===== config.mk =====
export PLATFORM = sky130hd
export DESIGN_NAME = frame_allocator_lru_evict_core_flat
export DESIGN_NICKNAME = d
export VERILOG_FILES = /design/src/hdl/fale_pkg.sv /design/src/hdl/fale_req_if.sv /design/src/hdl/fale_rsp_if.sv /design/src/hdl/fale_ram.sv /design/src/hdl/fale_ctrl.sv /design/src/hdl/fale_dpath.sv /design/src/hdl/frame_allocator_lru_evict_core.sv /design/src/flat_wrapper.sv
export VERILOG_INCLUDE_DIRS = /design/src /design/src/hdl
export SDC_FILE = /design/constraint.sdc
export NUM_CORES = 2
export LEC_CHECK = 0
export BUFFER_PORTS_ARGS = -buffer_cell sky130_fd_sc_hd__buf_2
export CORE_MARGIN = 2
export CORE_UTILIZATION = 50
export CTS_CLUSTER_DIAMETER = 60
export DETAILED_ROUTE_END_ITERATION = 10
export GPL_ROUTABILITY_DRIVEN = 0
export HOLD_SLACK_MARGIN = 0.1
export PLACE_DENSITY = 0.68
export SETUP_SLACK_MARGIN = 0.02
export SLEW_MARGIN = 30
export SYNTH_ARGS = -nofsm -noshare
export SYNTH_HDL_FRONTEND = slang
export SYNTH_SLANG_ARGS = --single-unit

===== constraint.sdc =====
create_clock -name clock -period 19 [get_ports clock]
set_input_delay 1.9 -clock clock [delete_from_list [all_inputs] [get_ports clock]]
set_output_delay 1.9 -clock clock [all_outputs]
set_load 0.03 [all_outputs]

===== src/hdl/frame_allocator_lru_evict_core_assert.svh =====
// Assertion macros used by the frame allocator datapath.
`ifndef FRAME_ALLOCATOR_LRU_EVICT_CORE_ASSERT_SVH
`define FRAME_ALLOCATOR_LRU_EVICT_CORE_ASSERT_SVH
// Check that cons holds in every cycle in which ante holds.
`define FALE_ASSERT_IMPLIES(name, ante, cons, msg) \
   name: assert property (@(posedge clock) disable iff (reset) (ante) |-> (cons)) \
      else $error(msg);
// Check that cond holds in every cycle out of reset.
`define FALE_ASSERT_HOLDS(name, cond, msg) \
   name: assert property (@(posedge clock) disable iff (reset) (cond)) \
      else $error(msg);
`endif


===== src/hdl/fale_pkg.sv =====
// Types and constants of the frame allocator.
package fale_pkg;

   localparam int CMD_W      = 2;
   localparam int PID_W      = 4;
   localparam int KB_W       = 10;
   localparam int TIME_W     = 32;
   localparam int STATUS_W   = 2;
   localparam int MAP_W      = 64;
   localparam int COUNT_W    = 7;
   localparam int CSR_IDX_W  = 1;
   localparam int CSR_DATA_W = 7;

   localparam logic [CMD_W-1:0] CMD_ALLOC = 2'd0;
   localparam logic [CMD_W-1:0] CMD_FREE  = 2'd1;
   localparam logic [CMD_W-1:0] CMD_TOUCH = 2'd2;

   localparam logic [STATUS_W-1:0] STATUS_OK    = 2'd0;
   localparam logic [STATUS_W-1:0] STATUS_SHORT = 2'd1;
   localparam logic [STATUS_W-1:0] STATUS_NONE  = 2'd2;

   localparam logic [CSR_IDX_W-1:0] CSR_ALLOC_MODE   = 1'd0;
   localparam logic [CSR_IDX_W-1:0] CSR_MIN_RESIDENT = 1'd1;

   localparam logic MODE_WHOLE   = 1'b0;
   localparam logic MODE_PARTIAL = 1'b1;

   localparam logic [COUNT_W-1:0] MIN_RESIDENT_RST = 7'd4;

   typedef enum logic [1:0] {
      SCAN_VICTIM,
      SCAN_EVICT,
      SCAN_GRANT
   } scan_kind_type;

   typedef struct packed {
      logic          load_req;
      logic          touch_we;
      logic          div_start;
      logic          scan_start;
      scan_kind_type scan_kind;
      logic          use_self;
      logic          limit_all;
      logic          rsp_load;
   } ctrl_cmd_type;

   typedef struct packed {
      logic [CMD_W-1:0] cmd;
      logic             mode;
      logic             div_done;
      logic             scan_done;
      logic             free_lt_pages;
      logic             part_more;
      logic             found;
      logic             want_pos;
      logic             evict_none;
      logic             rsp_free;
   } ctrl_stat_type;

endpackage


===== src/hdl/fale_req_if.sv =====
// Request channel of the frame allocator.
interface fale_req_if;
   logic                          valid;
   logic                          ready;
   logic [fale_pkg::CMD_W-1:0]    cmd;
   logic [fale_pkg::PID_W-1:0]    process_id;
   logic [fale_pkg::KB_W-1:0]     mem_kb;
   logic [fale_pkg::TIME_W-1:0]   use_time;

   modport source (output valid, cmd, process_id, mem_kb, use_time, input ready);
   modport sink (input valid, cmd, process_id, mem_kb, use_time, output ready);
endinterface


===== src/hdl/fale_rsp_if.sv =====
// Response channel of the frame allocator.
interface fale_rsp_if;
   logic                            valid;
   logic                            ready;
   logic [fale_pkg::STATUS_W-1:0]   status;
   logic [fale_pkg::MAP_W-1:0]      granted_map;
   logic [fale_pkg::MAP_W-1:0]      evicted_map;
   logic [fale_pkg::COUNT_W-1:0]    free_count;

   modport source (output valid, status, granted_map, evicted_map, free_count, input ready);
   modport sink (input valid, status, granted_map, evicted_map, free_count, output ready);
endinterface


===== src/hdl/fale_ram.sv =====
// Generic single-write, single-read RAM with registered read data.
module fale_ram #(
   parameter int WIDTH = 4,
   parameter int DEPTH = 64
) (
   input  logic                                  clock,
   input  logic                                  we,
   input  logic [((DEPTH > 1) ? $clog2(DEPTH) : 1)-1:0] waddr,
   input  logic [WIDTH-1:0]                      wdata,
   input  logic [((DEPTH > 1) ? $clog2(DEPTH) : 1)-1:0] raddr,
   output logic [WIDTH-1:0]                      rdata
);

   logic [WIDTH-1:0] mem_ff [DEPTH];

   always_ff @(posedge clock) begin
      if (we) begin
         mem_ff[waddr] <= wdata;
      end
      rdata <= mem_ff[raddr];
   end

endmodule


===== src/hdl/fale_ctrl.sv =====
// Sequencer of the frame allocator: divide, victim search, evict and grant rounds.
module fale_ctrl (
   input  logic                    clock,
   input  logic                    reset,
   input  logic                    req_valid,
   output logic                    req_ready,
   input  fale_pkg::ctrl_stat_type stat,
   output fale_pkg::ctrl_cmd_type  cmd
);

   localparam logic [3:0] S_IDLE     = 4'd0;
   localparam logic [3:0] S_DISPATCH = 4'd1;
   localparam logic [3:0] S_DIV      = 4'd2;
   localparam logic [3:0] S_LOOP     = 4'd3;
   localparam logic [3:0] S_VSCAN    = 4'd4;
   localparam logic [3:0] S_VCHK     = 4'd5;
   localparam logic [3:0] S_EVICT    = 4'd6;
   localparam logic [3:0] S_FREE     = 4'd7;
   localparam logic [3:0] S_GRANT    = 4'd8;
   localparam logic [3:0] S_FIN      = 4'd9;

   logic [3:0] state_ff;
   logic [3:0] state_in;

   always_comb begin
      cmd       = '0;
      state_in  = state_ff;
      req_ready = (state_ff == S_IDLE);
      unique case (state_ff)
         S_IDLE: begin
            if (req_valid) begin
               cmd.load_req = 1'b1;
               state_in     = S_DISPATCH;
            end
         end
         S_DISPATCH: begin
            unique case (stat.cmd)
               fale_pkg::CMD_TOUCH: begin
                  cmd.touch_we = 1'b1;
                  state_in     = S_FIN;
               end
               fale_pkg::CMD_FREE: begin
                  cmd.scan_start = 1'b1;
                  cmd.scan_kind  = fale_pkg::SCAN_EVICT;
                  cmd.use_self   = 1'b1;
                  cmd.limit_all  = 1'b1;
                  state_in       = S_FREE;
               end
               fale_pkg::CMD_ALLOC: begin
                  cmd.div_start = 1'b1;
                  state_in      = S_DIV;
               end
               default: begin
                  state_in = S_FIN;
               end
            endcase
         end
         S_DIV: begin
            if (stat.div_done) begin
               state_in = S_LOOP;
            end
         end
         S_LOOP: begin
            cmd.scan_start = 1'b1;
            if ((stat.mode == fale_pkg::MODE_WHOLE) ? stat.free_lt_pages : stat.part_more) begin
               cmd.scan_kind = fale_pkg::SCAN_VICTIM;
               state_in      = S_VSCAN;
            end else begin
               cmd.scan_kind = fale_pkg::SCAN_GRANT;
               cmd.use_self  = 1'b1;
               state_in      = S_GRANT;
            end
         end
         S_VSCAN: begin
            if (stat.scan_done) begin
               state_in = S_VCHK;
            end
         end
         S_VCHK: begin
            cmd.scan_start = 1'b1;
            if (!stat.found || (stat.mode == fale_pkg::MODE_PARTIAL && !stat.want_pos)) begin
               cmd.scan_kind = fale_pkg::SCAN_GRANT;
               cmd.use_self  = 1'b1;
               state_in      = S_GRANT;
            end else begin
               cmd.scan_kind = fale_pkg::SCAN_EVICT;
               cmd.limit_all = (stat.mode == fale_pkg::MODE_WHOLE);
               state_in      = S_EVICT;
            end
         end
         S_EVICT: begin
            if (stat.scan_done) begin
               if (stat.mode == fale_pkg::MODE_PARTIAL && stat.evict_none) begin
                  cmd.scan_start = 1'b1;
                  cmd.scan_kind  = fale_pkg::SCAN_GRANT;
                  cmd.use_self   = 1'b1;
                  state_in       = S_GRANT;
               end else begin
                  state_in = S_LOOP;
               end
            end
         end
         S_FREE, S_GRANT: begin
            if (stat.scan_done) begin
               state_in = S_FIN;
            end
         end
         S_FIN: begin
            if (stat.rsp_free) begin
               cmd.rsp_load = 1'b1;
               state_in     = S_IDLE;
            end
         end
         default: begin
            state_in = S_IDLE;
         end
      endcase
   end

   always_ff @(posedge clock) begin
      if (reset) begin
         state_ff <= S_IDLE;
      end else begin
         state_ff <= state_in;
      end
   end

endmodule


===== src/hdl/fale_dpath.sv =====
// Datapath of the frame allocator: frame table, process tables, divider and scan unit.
`include "frame_allocator_lru_evict_core_assert.svh"
module fale_dpath #(
   parameter int FRAMES    = 64,
   parameter int PAGE_KB   = 4,
   parameter int PROCESSES = 16
) (
   input  logic                                clock,
   input  logic                                reset,
   input  logic [fale_pkg::CMD_W-1:0]          req_cmd,
   input  logic [fale_pkg::PID_W-1:0]          req_process_id,
   input  logic [fale_pkg::KB_W-1:0]           req_mem_kb,
   input  logic [fale_pkg::TIME_W-1:0]         req_use_time,
   input  logic                                csr_we,
   input  logic [fale_pkg::CSR_IDX_W-1:0]      csr_index,
   input  logic [fale_pkg::CSR_DATA_W-1:0]     csr_wdata,
   input  fale_pkg::ctrl_cmd_type              cmd_i,
   output fale_pkg::ctrl_stat_type             stat,
   input  logic                                rsp_ready,
   output logic                                rsp_valid,
   output logic [fale_pkg::STATUS_W-1:0]       rsp_status,
   output logic [fale_pkg::MAP_W-1:0]          rsp_granted_map,
   output logic [fale_pkg::MAP_W-1:0]          rsp_evicted_map,
   output logic [fale_pkg::COUNT_W-1:0]        rsp_free_count
);

   localparam int PROC_N    = (PROCESSES < 16) ? PROCESSES : 16;
   localparam int PIDX_W    = $clog2(PROC_N);
   localparam int IDX_W     = (FRAMES > 1) ? $clog2(FRAMES) : 1;
   localparam int DVD_W     = fale_pkg::KB_W + 1;
   localparam int CW        = fale_pkg::COUNT_W;
   localparam int KW        = fale_pkg::KB_W;
   localparam int RCP_L     = (PAGE_KB > 1) ? $clog2(PAGE_KB) : 0;
   localparam int RCP_S     = DVD_W + RCP_L;
   localparam int RCP_W     = DVD_W + 1;
   localparam int PRD_W     = DVD_W + RCP_W;
   localparam logic [DVD_W-1:0] PAGE_BIAS = DVD_W'(PAGE_KB - 1);
   localparam logic [RCP_W-1:0] RCP_M     = RCP_W'((2 ** RCP_S + PAGE_KB - 1) / PAGE_KB);
   localparam logic [CW-1:0]    FRAMES_CNT = CW'(FRAMES);
   localparam logic [IDX_W-1:0] LAST_IDX  = IDX_W'(FRAMES - 1);

   function automatic logic [PIDX_W-1:0] reduce_pid(input logic [fale_pkg::PID_W-1:0] raw);
      logic [fale_pkg::PID_W-1:0] m;
      m = raw;
      for (int i = 0; i < 8; i++) begin
         if (32'(m) >= PROCESSES) begin
            m = fale_pkg::PID_W'(32'(m) - PROCESSES);
         end
      end
      return PIDX_W'(m);
   endfunction

   logic [fale_pkg::CMD_W-1:0]    cmd_ff;
   logic [PIDX_W-1:0]             pid_ff;
   logic [fale_pkg::TIME_W-1:0]   time_ff;
   logic                          mode_ff;
   logic [CW-1:0]                 minres_ff;
   logic [DVD_W-1:0]              dvd_ff;
   logic                          div_done_ff;
   logic [FRAMES-1:0]             valid_ff;
   logic [CW-1:0]                 free_ff;
   logic [CW-1:0]                 held_ff [PROC_N];
   logic [fale_pkg::TIME_W-1:0]   last_ff [PROC_N];
   logic                          scan_busy_ff;
   fale_pkg::scan_kind_type       kind_ff;
   logic [IDX_W-1:0]              addr_ff;
   logic                          rd_valid_ff;
   logic [IDX_W-1:0]              rd_idx_ff;
   logic                          v_rd_ff;
   logic                          done_ff;
   logic [CW-1:0]                 cnt_ff;
   logic [CW-1:0]                 limit_ff;
   logic [PIDX_W-1:0]             target_ff;
   logic                          clear_ff;
   logic                          found_ff;
   logic [PIDX_W-1:0]             best_ff;
   logic [fale_pkg::TIME_W-1:0]   best_time_ff;
   logic [FRAMES-1:0]             gmap_ff;
   logic [FRAMES-1:0]             emap_ff;
   logic [fale_pkg::STATUS_W-1:0] status_ff;
   logic                          rsp_valid_ff;

   logic [KW-1:0]                 pages;
   logic [CW-1:0]                 held_self;
   logic [KW-1:0]                 need;
   logic [CW-1:0]                 minreq;
   logic signed [8:0]             want;
   logic [KW-1:0]                 grant_want;
   logic [CW-1:0]                 limit_in;
   logic [PRD_W-1:0]              product;
   logic [PRD_W-1:0]              quotient;
   logic [PIDX_W-1:0]             own;
   logic                          v_rd;
   logic                          hit_evict;
   logic                          hit_grant;
   logic                          better;
   logic [CW-1:0]                 held_cur;
   logic [CW-1:0]                 held_sub;

   fale_ram #(.WIDTH(PIDX_W), .DEPTH(FRAMES)) u_owner (
      .clock (clock),
      .we    (hit_grant),
      .waddr (rd_idx_ff),
      .wdata (target_ff),
      .raddr (addr_ff),
      .rdata (own)
   );

   always_comb begin
      pages      = dvd_ff[KW-1:0];
      held_self  = held_ff[pid_ff];
      need       = (pages > KW'(held_self)) ? (pages - KW'(held_self)) : '0;
      minreq     = (pages < KW'(minres_ff)) ? pages[CW-1:0] : minres_ff;
      want       = $signed({2'b00, minreq}) - $signed({2'b00, held_self})
                   - $signed({2'b00, free_ff});
      grant_want = (mode_ff == fale_pkg::MODE_PARTIAL) ? need : pages;
      unique case (cmd_i.scan_kind)
         fale_pkg::SCAN_GRANT: begin
            limit_in = (grant_want > KW'({CW{1'b1}})) ? {CW{1'b1}} : grant_want[CW-1:0];
         end
         fale_pkg::SCAN_EVICT: begin
            limit_in = cmd_i.limit_all ? FRAMES_CNT : want[CW-1:0];
         end
         default: begin
            limit_in = '0;
         end
      endcase
      product   = PRD_W'(dvd_ff) * PRD_W'(RCP_M);
      quotient  = product >> RCP_S;
      v_rd      = v_rd_ff;
      hit_evict = rd_valid_ff && (kind_ff == fale_pkg::SCAN_EVICT) && v_rd
                  && (own == target_ff) && (cnt_ff < limit_ff);
      hit_grant = rd_valid_ff && (kind_ff == fale_pkg::SCAN_GRANT) && !v_rd
                  && (cnt_ff < limit_ff);
      better    = rd_valid_ff && (kind_ff == fale_pkg::SCAN_VICTIM) && v_rd
                  && (own != pid_ff) && (!found_ff || (last_ff[own] < best_time_ff));
      held_cur  = held_ff[target_ff];
      held_sub  = (held_cur > cnt_ff) ? (held_cur - cnt_ff) : '0;

      stat.cmd           = cmd_ff;
      stat.mode          = mode_ff;
      stat.div_done      = div_done_ff;
      stat.scan_done     = done_ff;
      stat.free_lt_pages = (KW'(free_ff) < pages);
      stat.part_more     = (KW'(free_ff) < need) && (free_ff < minres_ff);
      stat.found         = found_ff;
      stat.want_pos      = !want[8] && (want != '0);
      stat.evict_none    = (cnt_ff == '0);
      stat.rsp_free      = !rsp_valid_ff || rsp_ready;
   end

   always_ff @(posedge clock) begin
      if (reset) begin
         cmd_ff       <= fale_pkg::CMD_TOUCH;
         mode_ff      <= fale_pkg::MODE_WHOLE;
         minres_ff    <= fale_pkg::MIN_RESIDENT_RST;
         div_done_ff  <= 1'b0;
         valid_ff     <= '0;
         free_ff      <= FRAMES_CNT;
         scan_busy_ff <= 1'b0;
         rd_valid_ff  <= 1'b0;
         done_ff      <= 1'b0;
         rsp_valid_ff <= 1'b0;
         for (int i = 0; i < PROC_N; i++) begin
            held_ff[i] <= '0;
            last_ff[i] <= '0;
         end
      end else begin
         if (csr_we) begin
            unique case (csr_index)
               fale_pkg::CSR_ALLOC_MODE:   mode_ff   <= csr_wdata[0];
               fale_pkg::CSR_MIN_RESIDENT: minres_ff <= csr_wdata;
               default:                    minres_ff <= minres_ff;
            endcase
         end
         if (cmd_i.load_req) begin
            cmd_ff <= req_cmd;
         end
         if (cmd_i.touch_we) begin
            last_ff[pid_ff] <= time_ff;
         end

         div_done_ff <= cmd_i.div_start;

         if (hit_evict) begin
            valid_ff[rd_idx_ff] <= 1'b0;
            free_ff             <= free_ff + 1'b1;
         end else if (hit_grant) begin
            valid_ff[rd_idx_ff] <= 1'b1;
            free_ff             <= free_ff - 1'b1;
         end

         if (cmd_i.scan_start) begin
            scan_busy_ff <= 1'b1;
         end else if (scan_busy_ff && addr_ff == LAST_IDX) begin
            scan_busy_ff <= 1'b0;
         end
         rd_valid_ff <= scan_busy_ff;
         done_ff     <= rd_valid_ff && (rd_idx_ff == LAST_IDX);

         if (done_ff) begin
            unique case (kind_ff)
               fale_pkg::SCAN_EVICT: held_ff[target_ff] <= clear_ff ? '0 : held_sub;
               fale_pkg::SCAN_GRANT: held_ff[target_ff] <= held_cur + cnt_ff;
               default:              held_ff[target_ff] <= held_cur;
            endcase
         end

         if (cmd_i.rsp_load) begin
            rsp_valid_ff <= 1'b1;
         end else if (rsp_ready) begin
            rsp_valid_ff <= 1'b0;
         end
      end
   end

   always_ff @(posedge clock) begin
      if (cmd_i.load_req) begin
         pid_ff    <= reduce_pid(req_process_id);
         time_ff   <= req_use_time;
         dvd_ff    <= {1'b0, req_mem_kb} + PAGE_BIAS;
         gmap_ff   <= '0;
         emap_ff   <= '0;
         status_ff <= fale_pkg::STATUS_OK;
      end else if (cmd_i.div_start) begin
         dvd_ff <= quotient[DVD_W-1:0];
      end

      if (cmd_i.scan_start) begin
         kind_ff   <= cmd_i.scan_kind;
         addr_ff   <= '0;
         cnt_ff    <= '0;
         limit_ff  <= limit_in;
         target_ff <= cmd_i.use_self ? pid_ff : best_ff;
         clear_ff  <= cmd_i.use_self;
         found_ff  <= 1'b0;
      end else begin
         if (scan_busy_ff && addr_ff != LAST_IDX) begin
            addr_ff <= addr_ff + 1'b1;
         end
         if (hit_evict || hit_grant) begin
            cnt_ff <= cnt_ff + 1'b1;
         end
         if (better) begin
            found_ff     <= 1'b1;
            best_ff      <= own;
            best_time_ff <= last_ff[own];
         end
      end
      rd_idx_ff <= addr_ff;
      v_rd_ff   <= valid_ff[addr_ff];

      if (hit_evict) begin
         emap_ff[rd_idx_ff] <= 1'b1;
      end
      if (hit_grant) begin
         gmap_ff[rd_idx_ff] <= 1'b1;
      end

      if (done_ff && kind_ff == fale_pkg::SCAN_EVICT && clear_ff) begin
         status_ff <= (cnt_ff == '0) ? fale_pkg::STATUS_NONE : fale_pkg::STATUS_OK;
      end else if (done_ff && kind_ff == fale_pkg::SCAN_GRANT) begin
         if (mode_ff == fale_pkg::MODE_WHOLE) begin
            status_ff <= (KW'(cnt_ff) == pages) ? fale_pkg::STATUS_OK : fale_pkg::STATUS_SHORT;
         end else begin
            status_ff <= ({1'b0, held_cur} + {1'b0, cnt_ff} >= {1'b0, minreq})
                         ? fale_pkg::STATUS_OK : fale_pkg::STATUS_SHORT;
         end
      end

      if (cmd_i.rsp_load) begin
         rsp_status      <= status_ff;
         rsp_granted_map <= fale_pkg::MAP_W'(gmap_ff);
         rsp_evicted_map <= fale_pkg::MAP_W'(emap_ff);
         rsp_free_count  <= free_ff;
      end
   end

   assign rsp_valid = rsp_valid_ff;

   `FALE_ASSERT_HOLDS(a_free_count, 32'(free_ff) + $countones(valid_ff) == FRAMES, "free count out of step with frame table")
   `FALE_ASSERT_IMPLIES(a_rsp_slot, cmd_i.rsp_load, !rsp_valid_ff || rsp_ready, "response overwritten")
   `FALE_ASSERT_IMPLIES(a_scan_idle, cmd_i.scan_start, !scan_busy_ff && !rd_valid_ff, "scan restarted while running")

endmodule


===== src/hdl/frame_allocator_lru_evict_core.sv =====
// Frame allocator with least-recently-used process eviction: top level.
//
// Requests enter on req_ch (valid/ready): cmd 0 allocates ceil(mem_kb/PAGE_KB)
// pages for process_id, cmd 1 frees all frames of the process, cmd 2 records
// use_time as the process's last use. Each request yields one item on rsp_ch
// with status, granted and evicted frame maps and the free frame count.
// alloc_mode and min_resident are written through csr_we/csr_index/csr_wdata.
// One request is worked at a time. Touch and the unused command go straight
// to the response; free runs one evict scan over the process's own frames;
// allocate computes the page count, then runs eviction rounds (one victim
// scan, one evict scan) and finally a grant scan. Every scan reads the frame
// owner memory one frame a cycle.
// Reset empties the frame table, clears frame counts and last-use times and
// loads alloc_mode 0, min_resident 4. A finished response waits in an output
// register while rsp_ch.ready is low; the next request is accepted meanwhile
// and completes once that register is taken.
module frame_allocator_lru_evict_core #(
   parameter int FRAMES    = 64,
   parameter int PAGE_KB   = 4,
   parameter int PROCESSES = 16
) (
   input  logic                             clock,
   input  logic                             reset,
   fale_req_if.sink                         req_ch,
   fale_rsp_if.source                       rsp_ch,
   input  logic                             csr_we,
   input  logic [fale_pkg::CSR_IDX_W-1:0]   csr_index,
   input  logic [fale_pkg::CSR_DATA_W-1:0]  csr_wdata
);

   fale_pkg::ctrl_cmd_type  ctl_cmd;
   fale_pkg::ctrl_stat_type ctl_stat;

   fale_ctrl u_ctrl (
      .clock     (clock),
      .reset     (reset),
      .req_valid (req_ch.valid),
      .req_ready (req_ch.ready),
      .stat      (ctl_stat),
      .cmd       (ctl_cmd)
   );

   fale_dpath #(
      .FRAMES    (FRAMES),
      .PAGE_KB   (PAGE_KB),
      .PROCESSES (PROCESSES)
   ) u_dpath (
      .clock           (clock),
      .reset           (reset),
      .req_cmd         (req_ch.cmd),
      .req_process_id  (req_ch.process_id),
      .req_mem_kb      (req_ch.mem_kb),
      .req_use_time    (req_ch.use_time),
      .csr_we          (csr_we),
      .csr_index       (csr_index),
      .csr_wdata       (csr_wdata),
      .cmd_i           (ctl_cmd),
      .stat            (ctl_stat),
      .rsp_ready       (rsp_ch.ready),
      .rsp_valid       (rsp_ch.valid),
      .rsp_status      (rsp_ch.status),
      .rsp_granted_map (rsp_ch.granted_map),
      .rsp_evicted_map (rsp_ch.evicted_map),
      .rsp_free_count  (rsp_ch.free_count)
   );

endmodule

===== src/flat_wrapper.sv =====
// flat-port wrapper written by rule: the top's interface ports become plain ports
module frame_allocator_lru_evict_core_flat 
#(
   parameter int FRAMES    = 64,
   parameter int PAGE_KB   = 4,
   parameter int PROCESSES = 16
)
  (clock, reset, csr_we, csr_index, csr_wdata, req_ch_valid, req_ch_cmd, req_ch_process_id, req_ch_mem_kb, req_ch_use_time, req_ch_ready, rsp_ch_valid, rsp_ch_status, rsp_ch_granted_map, rsp_ch_evicted_map, rsp_ch_free_count, rsp_ch_ready);
  fale_req_if req_ch_i ();
  fale_rsp_if rsp_ch_i ();
  input  logic clock;
  input  logic reset;
  input  logic csr_we;
  input  logic [fale_pkg::CSR_IDX_W-1:0] csr_index;
  input  logic [fale_pkg::CSR_DATA_W-1:0] csr_wdata;
  input wire logic [$bits(req_ch_i.valid)-1:0] req_ch_valid;
  input wire logic [$bits(req_ch_i.cmd)-1:0] req_ch_cmd;
  input wire logic [$bits(req_ch_i.process_id)-1:0] req_ch_process_id;
  input wire logic [$bits(req_ch_i.mem_kb)-1:0] req_ch_mem_kb;
  input wire logic [$bits(req_ch_i.use_time)-1:0] req_ch_use_time;
  output wire logic [$bits(req_ch_i.ready)-1:0] req_ch_ready;
  output wire logic [$bits(rsp_ch_i.valid)-1:0] rsp_ch_valid;
  output wire logic [$bits(rsp_ch_i.status)-1:0] rsp_ch_status;
  output wire logic [$bits(rsp_ch_i.granted_map)-1:0] rsp_ch_granted_map;
  output wire logic [$bits(rsp_ch_i.evicted_map)-1:0] rsp_ch_evicted_map;
  output wire logic [$bits(rsp_ch_i.free_count)-1:0] rsp_ch_free_count;
  input wire logic [$bits(rsp_ch_i.ready)-1:0] rsp_ch_ready;
  assign req_ch_i.valid = req_ch_valid;
  assign req_ch_i.cmd = req_ch_cmd;
  assign req_ch_i.process_id = req_ch_process_id;
  assign req_ch_i.mem_kb = req_ch_mem_kb;
  assign req_ch_i.use_time = req_ch_use_time;
  assign req_ch_ready = req_ch_i.ready;
  assign rsp_ch_valid = rsp_ch_i.valid;
  assign rsp_ch_status = rsp_ch_i.status;
  assign rsp_ch_granted_map = rsp_ch_i.granted_map;
  assign rsp_ch_evicted_map = rsp_ch_i.evicted_map;
  assign rsp_ch_free_count = rsp_ch_i.free_count;
  assign rsp_ch_i.ready = rsp_ch_ready;
  frame_allocator_lru_evict_core #(.FRAMES(FRAMES), .PAGE_KB(PAGE_KB), .PROCESSES(PROCESSES)) u_core (.clock(clock), .reset(reset), .req_ch(req_ch_i), .rsp_ch(rsp_ch_i), .csr_we(csr_we), .csr_index(csr_index), .csr_wdata(csr_wdata));
endmodule

==> run summary <==
Detailed placement finished with a half-perimeter wire length of 99470 um. After floorplanning, the core was sized to cover 118100 sq um. The internal power came out at 5.756 mW. The number of synthesized register bits came out at 1367. The clock network fraction of design power came out at 0.338. The number of instances in the synthesized netlist came out at 4068.

The transition time of the tightest slew-check pin is 0.9955 ns. The net switching fraction of the power is 0.2916. Detailed routing inserted a total of 35660 vias.

The most common flop cell mapped by yosys is edfxtp_1. For the worst setup path, the data arrival time is 7.31 ns. The terminating pin of the worst hold path is u_core.u_dpath.rsp_evicted_map[5]$_DFFE_PP_. For this run, the top clock speed supported by timing is 149.5 MHz. The number of antenna violations at the first check in global routing was 12. After synthesis, the netlist uses 76 different library cells. For this run, the register share of the synthesized area comes to 0.6467. The critical path in this run is classified as reg -> reg. Summing every instance area after synthesis gives between 50000 and 60000 sq um.

The routed wire length came out at 157000 um. The time the worst path needs with I/O delays and setup is about 6.7 ns. The worst-case clock skew came out at 0.02773 ns. When the netlist entered floorplanning its net count stood at roughly 4200.

The overall fraction of global-route tracks in use came out at 0.2595. The count of endpoints failing setup in the final report is 0. The reg2reg setup slack came out at 12.31 ns. The endpoint type of the worst setup path is a flip-flop. The synthesized design spends more area on one cell type than any other, namely edfxtp_1. Yosys printed 0 warnings. The leakage power came out at 24.43 nW. The remaining antenna violation count after routing is 0.

The routed length per placed instance is 26.73 um. The library cells used most frequently in the layout, excluding fill and tap cells, are edfxtp_1 (1116), and2_1 (520), mux4_2 (333). The number of sinks driven by the clock tree is ~1400. The power per cell area came out at approximately 120 nW/um^2.

The tightest min-delay check is of the reg -> reg type. The count of routing violations after the opening detailed-route iteration is 4011. The count of final hold-check violations is 0. The run finished with clean final reports. Of the total power, combinational logic draws 0.226.

Entering global routing, the biggest net connects 84 pins. Setup repair after global routing left no endpoint under its margin. The synthesis-to-layout area growth is 12.85%. The cell at the root of the clock tree is clkbuf_16. The global-route congestion overflow total is 0. The number of buffers inserted for hold repair after clock tree synthesis is 0. The average cell area after synthesis is 14.65 sq um.

The width of the chip is 349.2 um. The clock tree synthesis step divided the H-tree into 4 levels. The number of violations of the max-capacitance limit is 0.

Dividing the detail-routed via count by the number of cells gives 6.072. The floorplan has 126 rows. The portion of synthesized cell area occupied by the leading cell type came out at 0.5624. In this run the critical register-to-register path is launched from u_core.u_dpath.dvd_ff[5]$_DFFE_PP_. The number of slew-limit violations in the final report came out at 0.

The floorplan step set the die height to 349.2 um. The first-pass GRT wire length came out at roughly 230000 um. The maximum number of buffers from clock root to sink came out at 3. Leaving out fill and tap cells, the most frequent cell in the layout is edfxtp_1.

In this run the count of I/O pins placed on the die edge is 200. The clock slew at the register clock pins of the worst setup and hold paths came out at 0.06 ns. The number of CTS-inserted buffers is ~150. The startpoint identified for the worst hold timing path is u_core.u_dpath.emap_ff[5]$_DFF_P_. The number of remaining DRC errors came out at 0. The initial cell density of the core came out at 0.5046. The die covers between 100000 and 150000 sq um.

The share of synthesized flip-flops with an asynchronous set or reset is 0. The post-cts gate resize count is 0. After routing, the total negative slack on setup checks comes to 0 ns. The first TritonRoute pass finished after 5 iterations. The depth of the worst hold-timing path came out at 0. The number of flops mapped to enable cells by yosys is ~1100. The clock insertion delay at the later pin of the skew report is 0.77 ns. The total power consumption of the routed design is 8.125 mW. After the last flow step, the layout net total stands at 4400. The number of global-route vias before repair came out at 35380. VDD sags by at most 102.3 uV.

The endpoint identified for the worst register-to-register timing path is u_core.u_dpath.limit_ff[5]$_DFFE_PP_. The maximum fanout count along the critical path came out at 11. The ratio of cells with drive above 1 in the final layout came out at 0.2072. In this run the tool buffered the top-level ports with approximately 200 buffer cells. Ranked by total cell area, the synthesized netlist is headed by edfxtp_1 (56%), mux4_2 (13%), dfxtp_1 (8.4%), and2_1 (5.5%), ha_1 (2.4%). Of the total power, registers draw 0.436. The share of the clock period used by the worst path came out at 0.3520. For this run, the share of the core covered by cells in the final layout is 0.5695. The worst slew slack as a fraction of its limit is 0.3363. The switching power total came out at 2.370 mW. The number of cells on the worst reg-to-reg path is 24. TritonCTS built the clock tree. Post-CTS timing repair inserted 0 buffers for setup.

The data required time of the critical path came out at 19.62 ns. The worst setup path is launched from a flip-flop.
[through the flow]
step | worst slack (ns) | std cells | hold WS (ns) | area [sq um]
after global routing | 11.96 | 5871 | 0.4329 | 67240
after global placement | 12.40 | 5597 | 0.4122 | 62330
after floorplan | 6.369 | 4068 | 0.3290 | 59590
final | 12.31 | 5873 | 0.4216 | 67250
after detailed placement | 12.23 | 5608 | 0.4151 | 62650
after CTS | 12.21 | 5871 | 0.4239 | 67220
[kinds of logic (layout without fill, tap and decap cells)]
logic type / count (synthesis) / in the layout / share of synthesized area
AOI/OAI and AO/OA: 496 / 496 / 0.05264
xor gates and xnor gates: 57 / 57 / 0.008504
adders and majority gates: 122 / 122 / 0.02616
buffers and inverters: 392 / 659 / 0.02530
DFF: 1367 / 1367 / 0.6467
muxes: 350 / 350 / 0.1289
other: 0 / 2 / 0
and+or+nand+nor: 1284 / 1284 / 0.1117
[synthesized netlist by cell type (14+ instances only)]
library cell and number:
buf_2 14, nor2b_1 15, nor2_1 278, a21o_1 91
clkbuf_1 215, a21oi_1 159, nor3_1 90, o21ai_0 138
buf_1 34, inv_1 125, nand3_1 47, nand2b_1 31
edfxtp_1 1116, nand4_1 18, ha_1 115, mux4_2 333
xnor2_1 30, xor2_1 26, nand2_1 225, mux2i_1 15
and2_1 520, dfxtp_1 251
[power groups by stage]
stage | registers, mW | logic, mW | clock network, mW
finish | 3.54 | 1.84 | 2.75
global route | 3.57 | 1.97 | 2.89
CTS | 3.55 | 1.83 | 2.78
detailed placement | 3.61 | 1.82 | 0
global placement | 3.60 | 1.80 | 0
floorplan | 3.49 | 1.40 | 0
[worst max-delay path, stage by stage (launching register included)]
cell,delay (ns)
edfxtp_1,0.51
ha_1,0.34
a21o_2,0.23
a2111oi_4,0.38
o211ai_2,0.33
mux2i_1,0.47
inv_1,0.09
ha_1,0.32
nor2b_1,0.17
a221oi_4,0.40
o21bai_1,0.11
a21oi_1,0.18
xnor2_1,0.15
ha_1,0.30
or4_1,0.55
a32oi_1,0.28
a211oi_1,0.15
nor3b_1,0.36
o21ai_4,0.18
and3_2,0.25
inv_1,0.08
ha_1,0.26
o41ai_1,0.11
a31o_2,0.23
a21oi_1,0.12
[registers in the layout, summed over array words and instances, names as in the netlist, 6 cells and up, named ones only]
signal                          cells
u_core.u_dpath.time_ff             32
u_core.u_dpath.addr_ff              6
u_core.u_dpath.best_time_ff        32
u_core.u_dpath.cnt_ff               7
u_core.u_dpath.rsp_granted_map     64
u_core.u_dpath.limit_ff             7
u_core.u_dpath.held_ff            112
u_core.u_dpath.free_ff              7
u_core.u_dpath.emap_ff             64
u_core.u_dpath.rd_idx_ff            6
u_core.u_dpath.gmap_ff             64
u_core.u_dpath.rsp_evicted_map     64
u_core.u_dpath.rsp_free_count       7
u_core.u_dpath.dvd_ff              11
u_core.u_dpath.last_ff            512
u_core.u_dpath.u_owner.mem_ff     256
u_core.u_dpath.minres_ff            7
[per-layer routing]
metal | track usage | wire (um) | vias up
li1 | - | - | 15490
met1 | 0.3812 | 66190 | 18240
met2 | 0.3960 | 72790 | 1682
met3 | 0.05179 | 14540 | 229
met4 | 0.07143 | 3377 | 12
met5 | 0 | 72 | -
[how the worst max path moves through the flow]
stage / from / endpoint / slack [ns] / cells after the start
finish: u_core.u_dpath.dvd_ff[5]$_DFFE_PP_ / u_core.u_dpath.limit_ff[5]$_DFFE_PP_ / 12.31 / 24
global route: u_core.u_dpath.dvd_ff[5]$_DFFE_PP_ / u_core.u_dpath.limit_ff[5]$_DFFE_PP_ / 11.96 / 24
CTS: flip-flop / u_core.u_dpath.limit_ff[5]$_DFFE_PP_ / 12.21 / 23
detailed placement: flip-flop / u_core.u_dpath.limit_ff[5]$_DFFE_PP_ / 12.23 / 23
global placement: flip-flop / u_core.u_dpath.limit_ff[5]$_DFFE_PP_ / 12.40 / 23
floorplan: rsp_ch_ready / u_core.u_dpath.rsp_evicted_map[0]$_DFFE_PP_ / 6.37 / 2
[area by class of cell]
type	instances	area, sq um
Antenna cell	2	5.005
Clock buffer	199	3996
Clock inverter	64	579.3
Fill cell	9089	50830
Inverter	126	473.0
Multi-Input combinational cell	2309	19960
Sequential cell	1367	38570
Tap cell	1536	1922
Timing Repair Buffer	270	1748
(Power assumes the default switching activity.)
